<file path="src/rtl/rgbpa_pkg.sv">
// ============================================================================
// rgbpa_pkg
// Shared types and codes of the RGB pixel arithmetic unit: pixel and result
// payloads, operation codes, register indexes and pipeline depth.
// ============================================================================
package rgbpa_pkg;

    // Pipeline depth, input register to output register
    localparam int NUM_STAGES = 5;

    // Configuration register indexes
    localparam logic [2:0] REG_OPERATION   = 3'd0;
    localparam logic [2:0] REG_USE_CONST   = 3'd1;
    localparam logic [2:0] REG_CONST_RED   = 3'd2;
    localparam logic [2:0] REG_CONST_GREEN = 3'd3;
    localparam logic [2:0] REG_CONST_BLUE  = 3'd4;

    // Operation codes; the unused code passes the source pixel through
    typedef enum logic [2:0] {
        OP_ABSDIFF = 3'd0,
        OP_ADD     = 3'd1,
        OP_MUL     = 3'd2,
        OP_REM     = 3'd3,
        OP_DIV     = 3'd4,
        OP_MAX     = 3'd5,
        OP_MIN     = 3'd6
    } op_t;

    // Control settings shared by all three channel pipelines
    typedef struct packed {
        op_t  op;
        logic use_const;
    } ctl_t;

    // Input pixel pair
    typedef struct packed {
        logic [7:0] src_red;
        logic [7:0] src_green;
        logic [7:0] src_blue;
        logic [7:0] opd_red;
        logic [7:0] opd_green;
        logic [7:0] opd_blue;
    } pix_t;

    // Result pixel
    typedef struct packed {
        logic [7:0] out_red;
        logic [7:0] out_green;
        logic [7:0] out_blue;
    } res_t;

endpackage

</file>
<file path="src/rtl/rgbpa_channel.sv">
// ============================================================================
// rgbpa_channel
// Five-stage datapath for one color channel. Stage 1 selects the operand,
// does the simple operations and the multiply, and sets up the divider.
// Stage 2 scales the product; stages 2 to 5 run a restoring divider two
// quotient bits per stage; stage 5 is the output register.
// ============================================================================
module rgbpa_channel (
    input  logic                                clk,
    input  logic [rgbpa_pkg::NUM_STAGES-1:0]    adv,
    input  rgbpa_pkg::ctl_t                     ctl,
    input  logic signed [15:0]                  cval,
    input  logic [7:0]                          src,
    input  logic [7:0]                          opd,
    output logic [7:0]                          res
);

    localparam int MID = rgbpa_pkg::NUM_STAGES - 1;

    typedef struct packed {
        logic [17:0]        r;       // partial remainder / dividend
        logic [16:0]        dv;      // divisor
        logic [7:0]         q;       // quotient bits so far
        logic               sat;     // quotient would reach 256
        logic               early;   // divide with divisor <= 0
        logic [7:0]         simple;  // result of the simple operations
        logic signed [24:0] prod;    // a * b
        logic [7:0]         mul;     // product scaled by 1/255
    } stg_t;

    stg_t       st_reg  [MID];
    stg_t       st_next [MID];
    logic [7:0] res_reg;
    logic [7:0] res_next;

    // Clamp a signed value to 0..255
    function automatic logic [7:0] clamp8(logic signed [16:0] v);
        if (v < 17'sd0)
            return 8'd0;
        else if (v > 17'sd255)
            return 8'd255;
        else
            return v[7:0];
    endfunction

    // One restoring step: {quotient bit, new remainder}
    function automatic logic [18:0] div_step(logic [17:0] r, logic [16:0] dv,
                                             logic [2:0] sh);
        logic [24:0] sd;
        logic [24:0] rr;
        sd = {8'b0, dv} << sh;
        rr = {7'b0, r};
        if (rr >= sd)
            return {1'b1, 18'(rr - sd)};
        else
            return {1'b0, r};
    endfunction

    // Two quotient bits, highest shift first
    function automatic stg_t two_steps(stg_t s, logic [2:0] sh_hi);
        stg_t        o;
        logic [18:0] t;
        o = s;
        t = div_step(o.r, o.dv, sh_hi);
        o.r = t[17:0];
        o.q[sh_hi] = t[18];
        t = div_step(o.r, o.dv, sh_hi - 3'd1);
        o.r = t[17:0];
        o.q[sh_hi - 3'd1] = t[18];
        return o;
    endfunction

    // Stage 1: operand select, simple operations, multiply, divider setup
    always_comb
    begin
        logic signed [16:0] a_s;
        logic signed [16:0] b_s;
        logic signed [16:0] diff;
        logic signed [16:0] mag;
        logic signed [16:0] d;
        logic [16:0]        m;
        a_s  = $signed({9'b0, src});
        b_s  = ctl.use_const ? {cval[15], cval} : $signed({9'b0, opd});
        diff = a_s - b_s;
        mag  = (diff < 17'sd0) ? -diff : diff;
        d    = b_s + 17'sd1;
        m    = (b_s < 17'sd0) ? 17'(-b_s) : 17'(b_s);

        st_next[0]       = '0;
        st_next[0].prod  = 25'(a_s) * 25'(b_s);
        st_next[0].r     = 18'(src);
        st_next[0].dv    = (m == 17'd0) ? 17'd1 : m;
        st_next[0].simple = src;

        case (ctl.op)
            rgbpa_pkg::OP_ABSDIFF: st_next[0].simple = clamp8(mag);
            rgbpa_pkg::OP_ADD:     st_next[0].simple = clamp8(a_s + b_s);
            rgbpa_pkg::OP_MAX:     st_next[0].simple = clamp8((a_s > b_s) ? a_s : b_s);
            rgbpa_pkg::OP_MIN:     st_next[0].simple = clamp8((a_s < b_s) ? a_s : b_s);
            rgbpa_pkg::OP_DIV:
            begin
                // dividend 510a + d, divisor 2d gives a*255/d rounded half up
                st_next[0].r      = 18'(src) * 18'd510 + 18'(d[15:0]);
                st_next[0].dv     = {d[15:0], 1'b0};
                st_next[0].early  = (d <= 17'sd0);
                st_next[0].simple = (src == 8'd0) ? 8'd0 : 8'd255;
            end
            default: ;
        endcase
    end

    // Stage 2: scale product by 1/255, overflow check, quotient bits 7 and 6
    always_comb
    begin
        logic [15:0] t;
        stg_t        s;
        s = st_reg[0];
        t = s.prod[15:0] + 16'd1 + {8'b0, s.prod[15:8]};
        if (s.prod <= 25'sd0)
            s.mul = 8'd0;
        else if (s.prod >= 25'sd65280)
            s.mul = 8'd255;
        else
            s.mul = t[15:8];
        s.sat = ({7'b0, s.r} >= {s.dv, 8'b0});
        st_next[1] = two_steps(s, 3'd7);
    end

    // Stages 3 and 4: quotient bits 5..2
    always_comb
    begin
        st_next[2] = two_steps(st_reg[1], 3'd5);
        st_next[3] = two_steps(st_reg[2], 3'd3);
    end

    // Stage 5: quotient bits 1 and 0, result select
    always_comb
    begin
        stg_t s;
        s = two_steps(st_reg[MID-1], 3'd1);
        case (ctl.op)
            rgbpa_pkg::OP_MUL: res_next = s.mul;
            rgbpa_pkg::OP_REM: res_next = s.r[7:0];
            rgbpa_pkg::OP_DIV:
            begin
                if (s.early)
                    res_next = s.simple;
                else if (s.sat)
                    res_next = 8'd255;
                else
                    res_next = s.q;
            end
            default:           res_next = s.simple;
        endcase
    end

    // Stage registers, each loaded when its stage advances
    always_ff @(posedge clk)
    begin
        for (int i = 0; i < MID; i++)
        begin
            if (adv[i])
                st_reg[i] <= st_next[i];
        end
        if (adv[MID])
            res_reg <= res_next;
    end

    assign res = res_reg;

endmodule

</file>
<file path="src/rtl/rgb_pixel_arithmetic_unit.sv">
// ============================================================================
// rgb_pixel_arithmetic_unit
// Per-pixel RGB arithmetic against a second pixel or a constant color.
// ============================================================================
// Usage:
//   pix channel: one request carries a source pixel and a second pixel.
//   res channel: one result pixel per request, in request order.
//   cfg channel: register index and data; always ready. Write only while
//   the pipeline is empty. Unknown indexes are ignored.
// Throughput: one pixel per cycle while pix_ready stays high. The pipeline
//   depth comes from the restoring divider of divide and remainder, which
//   resolves two quotient bits per stage.
// Stall: when res_ready is low the pipeline keeps moving until its bubbles
//   are filled; pix_ready drops only once every stage holds a pixel.
//   Nothing is lost or repeated.
// Reset: clears all stage valid bits and sets the registers to operation
//   absdiff, second-pixel operand and a zero constant color.
// ============================================================================
module rgb_pixel_arithmetic_unit (
    input  logic                clk,
    input  logic                rst_n,
    input  logic                pix_valid,
    output logic                pix_ready,
    input  rgbpa_pkg::pix_t     pix,
    output logic                res_valid,
    input  logic                res_ready,
    output rgbpa_pkg::res_t     res,
    input  logic                cfg_valid,
    output logic                cfg_ready,
    input  logic [2:0]          cfg_index,
    input  logic [15:0]         cfg_data
);

    localparam int NS = rgbpa_pkg::NUM_STAGES;

    rgbpa_pkg::op_t     op_reg;
    logic               use_const_reg;
    logic signed [15:0] const_reg [3];
    rgbpa_pkg::ctl_t    ctl;

    logic [NS-1:0]      v_reg;
    logic [NS-1:0]      v_next;
    logic [NS-1:0]      adv;

    // Configuration writes
    assign cfg_ready = 1'b1;

    always_ff @(posedge clk or negedge rst_n)
    begin
        if (!rst_n)
        begin
            op_reg        <= rgbpa_pkg::OP_ABSDIFF;
            use_const_reg <= 1'b0;
            for (int i = 0; i < 3; i++)
                const_reg[i] <= '0;
        end
        else if (cfg_valid && cfg_ready)
        begin
            case (cfg_index)
                rgbpa_pkg::REG_OPERATION:   op_reg <= rgbpa_pkg::op_t'(cfg_data[2:0]);
                rgbpa_pkg::REG_USE_CONST:   use_const_reg <= cfg_data[0];
                rgbpa_pkg::REG_CONST_RED:   const_reg[0] <= cfg_data;
                rgbpa_pkg::REG_CONST_GREEN: const_reg[1] <= cfg_data;
                rgbpa_pkg::REG_CONST_BLUE:  const_reg[2] <= cfg_data;
                default: ;
            endcase
        end
    end

    assign ctl.op        = op_reg;
    assign ctl.use_const = use_const_reg;

    // Stage advance: a stage moves when empty or when the one after moves
    always_comb
    begin
        adv[NS-1] = !v_reg[NS-1] || res_ready;
        for (int i = NS - 2; i >= 0; i--)
            adv[i] = !v_reg[i] || adv[i+1];
    end

    always_comb
    begin
        v_next = v_reg;
        if (adv[0])
            v_next[0] = pix_valid;
        for (int i = 1; i < NS; i++)
        begin
            if (adv[i])
                v_next[i] = v_reg[i-1];
        end
    end

    always_ff @(posedge clk or negedge rst_n)
    begin
        if (!rst_n)
            v_reg <= '0;
        else
            v_reg <= v_next;
    end

    assign pix_ready = adv[0];
    assign res_valid = v_reg[NS-1];

    // Channel datapaths
    rgbpa_channel u_red (
        .clk  (clk),
        .adv  (adv),
        .ctl  (ctl),
        .cval (const_reg[0]),
        .src  (pix.src_red),
        .opd  (pix.opd_red),
        .res  (res.out_red)
    );

    rgbpa_channel u_green (
        .clk  (clk),
        .adv  (adv),
        .ctl  (ctl),
        .cval (const_reg[1]),
        .src  (pix.src_green),
        .opd  (pix.opd_green),
        .res  (res.out_green)
    );

    rgbpa_channel u_blue (
        .clk  (clk),
        .adv  (adv),
        .ctl  (ctl),
        .cval (const_reg[2]),
        .src  (pix.src_blue),
        .opd  (pix.opd_blue),
        .res  (res.out_blue)
    );

endmodule

</file>
<file path="config.mk">
export PLATFORM = sky130hd
export DESIGN_NAME = rgb_pixel_arithmetic_unit
export DESIGN_NICKNAME = d
export VERILOG_FILES = /design/src/rtl/rgbpa_pkg.sv /design/src/rtl/rgbpa_channel.sv /design/src/rtl/rgb_pixel_arithmetic_unit.sv
export SDC_FILE = /design/constraint.sdc
export NUM_CORES = 2
export LEC_CHECK = 0
export ABC_AREA = 1
export BUFFER_PORTS_ARGS = -buffer_cell sky130_fd_sc_hd__clkbuf_2
export CORE_MARGIN = 3
export CORE_UTILIZATION = 58
export DETAILED_ROUTE_END_ITERATION = 12
export GPL_TIMING_DRIVEN = 0
export MAX_ROUTING_LAYER = met4
export PLACE_DENSITY = 0.74
export SYNTH_ARGS = -nofsm -noshare
export SYNTH_HDL_FRONTEND = slang
export SYNTH_SLANG_ARGS = --single-unit
</file>
<file path="constraint.sdc">
create_clock -name clk -period 41.9 [get_ports clk]
set_input_delay 12.57 -clock clk [delete_from_list [all_inputs] [get_ports clk]]
set_output_delay 12.57 -clock clk [all_outputs]
set_load 0.02 [all_outputs]
</file>
==> results.json <==
{
  "period_share_pct": 69.5,
  "synth_area_leaders": "edfxtp_1 29%, ha_1 13%, fa_1 11%, nand2_1 9.5%, inv_1 7.1%",
  "cts_root_buf": "clkbuf_16",
  "yosys.area.top_type": "edfxtp_1",
  "clock.fmax_mhz": 34.3,
  "cts_tree": "done",
  "io_pins": 99,
  "yosysWarningCount": 0,
  "ys_seq_area_share_pct": 31.1,
  "num_rows": 132,
  "dr.pass1.iters": 6,
  "ctsResizeCount": 0,
  "crit_path_start_kind": "input pin",
  "path_class": "input pin to output port",
  "r2r_slack_ps": 35080,
  "status": "finished, final reports clean",
  "vdd.ir_drop.worst_mv": 0.0529,
  "crit_path_end_kind": "output port",
  "dieArea_um2": 136000,
  "final_antenna_net_count": 0,
  "crit_arrival_ps": 16560,
  "synth_top_area_share_pct": 29.3,
  "grt_pass1_vias": 63738,
  "gp_congestion": 1.03,
  "rsz0062_at_grt": "no",
  "dpl.hpwl_um": 193000,
  "grt_usage_pct": 35.6,
  "synth_top_cells_by_count": "1934 x nand2_1, 1443 x inv_1, 777 x ha_1, 766 x nor2_1, 744 x edfxtp_1",
  "initial_core_util_pct": 58.7,
  "drc": 0,
  "finalSetupTns_ps": 0,
  "syn-num-nets": 10544,
  "htree_levels": 3,
  "p_leak_nw": 39.5,
  "cts_buffers": 87,
  "period_needed_ps": 29130,
  "dpl_cell_area_um2": 79200,
  "final_cells": 11278,
  "wire_per_inst_um": 21.0,
  "grt_max_degree": 103,
  "hold_viol_final": 0,
  "drt_iter0_drc": 6310,
  "die_h_um": 369,
  "synth.distinct_cells": 69,
  "synthArstFlopShare_pct": 7.12,
  "routed_wl_um": 236000,
  "path_max_fanout": 87,
  "total_power_w": 0.00756,
  "synth-seq-cells": 801,
  "post-place-cells": 11111,
  "antenna_found_initial": 8,
  "hp-class": "flip-flop to flip-flop",
  "cts_hold_buf": 0,
  "cap_violations": 0,
  "route.detailed.vias_per_inst": 5.82,
  "relSlewSlack_pct": 8.63,
  "finalSetupViolCount": 0,
  "clockBufferDepth": 3,
  "p_per_area_nw_per_um2": 91.8,
  "synth.most_common_cell": "nand2_1",
  "portBuffers": 97,
  "clock_skew_ps": 34.7,
  "synthToLayoutAreaGrowth_pct": 7.91,
  "syn_avg_cell_area_um2": 8.24,
  "clkSinkCount": 801,
  "drive_above_1_share_pct": 4.53,
  "cts_setup_buffers": 0,
  "grt.overflow.total": 0,
  "postLayoutCellArea_um2": 82400,
  "synth_edf_count": 744,
  "tightestPinTransition_ps": 1370,
  "synthFlopType": "edfxtp_1",
  "dr_total_vias": 65598,
  "final_net_count": 10736,
  "syn_inst": 9266,
  "syn-cell-area_um2": 76400,
  "clock_latency_ps": 710,
  "slew_violations": 0,
  "cp.required_ps": 29330,
  "fp.dieW_um": 369,
  "grt_first_pass_wirelength_um": 364000,
  "core_um2": 130000,
  "clk_pin_slew_ps": 60
}
==> where the power goes <==
part	total (W)	internal [W]	leakage (nW)	switching (W)
logic	0.00512	0.00184	29.4	0.00328
registers	0.00159	0.00137	8.50	0.000220
clock network	0.000848	0.000502	1.51	0.000346
total	0.00756	0.00371	39.5	0.00385
==> placed cells by master (no fill, tap or decap), types with 19 or more instances in the layout <==
cell type / count
inv_2: 27
o21ai_0: 596
o221ai_1: 29
xnor2_1: 185
dfrtp_1: 57
clkbuf_1: 131
clkbuf_2: 96
a21oi_1: 592
clkbuf_16: 89
o21bai_1: 27
nor2_1: 766
nand3_1: 459
nor3_1: 88
fa_1: 429
nand4_1: 156
a21boi_0: 19
buf_2: 40
nand2_1: 1933
o21a_1: 23
ha_1: 777
or2_2: 19
a211oi_1: 23
inv_1: 1440
a21o_1: 34
clkinv_1: 35
edfxtp_1: 744
nor4_1: 49
o211ai_1: 60
a31oi_1: 37
xor2_1: 292
==> metrics by stage <==
step                hold slack, ps  util [%]  worst slack (ps)
floorplan                      400         -              4290
global placement               402      60.7             -1950
detailed placement             405      60.9             12640
CTS                            389      63.3             12610
global route                   389      63.3             12420
finish                         397      63.3             12770
==> worst max-delay path: stages <==
cell      delay, ps
clkbuf_2         70
nor2_1           70
inv_1           960
nor2_1          290
inv_8           500
nor2_1          230
inv_8           440
nor2_1          260
nand2_4         470
buf_16          360
clkbuf_2        240
==> layer usage <==
layer	GRT usage (%)	up-vias	share of wire, %
met5	-	-	0
met3	5.26	426	7.9
met1	48.8	31485	44
met4	12.6	0	3.8
li1	-	31151	-
met2	54.2	2536	45
==> kinds of logic after synthesis <==
kind of cell	count (synthesis)	share of synthesized area (%)
compound gates	1537	11.3
xor+xnor	477	5.47
fa+ha+maj	1206	24.0
buf+inv	1683	8.47
flops	801	31.1
mux	1	0.0147
other cells	1	0.00491
simple gates	3560	19.6
==> layout make-up <==
class / instances / area, um^2
diodes: 6 / 15.0
fillers: 11285 / 47700
multi-input cells: 6782 / 46100
inverters: 1497 / 5650
repair buffers: 103 / 646
flip-flops and latches: 801 / 23800
clock buffers: 97 / 2270
plain buffers: 186 / 843
clock inverters: 64 / 902
well taps: 1742 / 2180
==> final timing paths <==
check | startpoint | endpoint | cells after the start
max in group asynchronous | rst_n | const_reg[16]$_DFFE_PN0P_ | 1
min reg2reg | u_red.st_reg[2][38]$_DFFE_PP_ | u_red.st_reg[3][38]$_DFFE_PP_ | 0
min | u_red.st_reg[2][38]$_DFFE_PP_ | u_red.st_reg[3][38]$_DFFE_PP_ | 0
max | res_ready | pix_ready | 11
min in group asynchronous | rst_n | const_reg[12]$_DFFE_PN0P_ | 1
max reg2reg | use_const_reg$_DFFE_PN0P_ | u_red.st_reg[0][32]$_DFFE_PP_ | 20
Note: power is estimated with default switching activity, not from simulation.
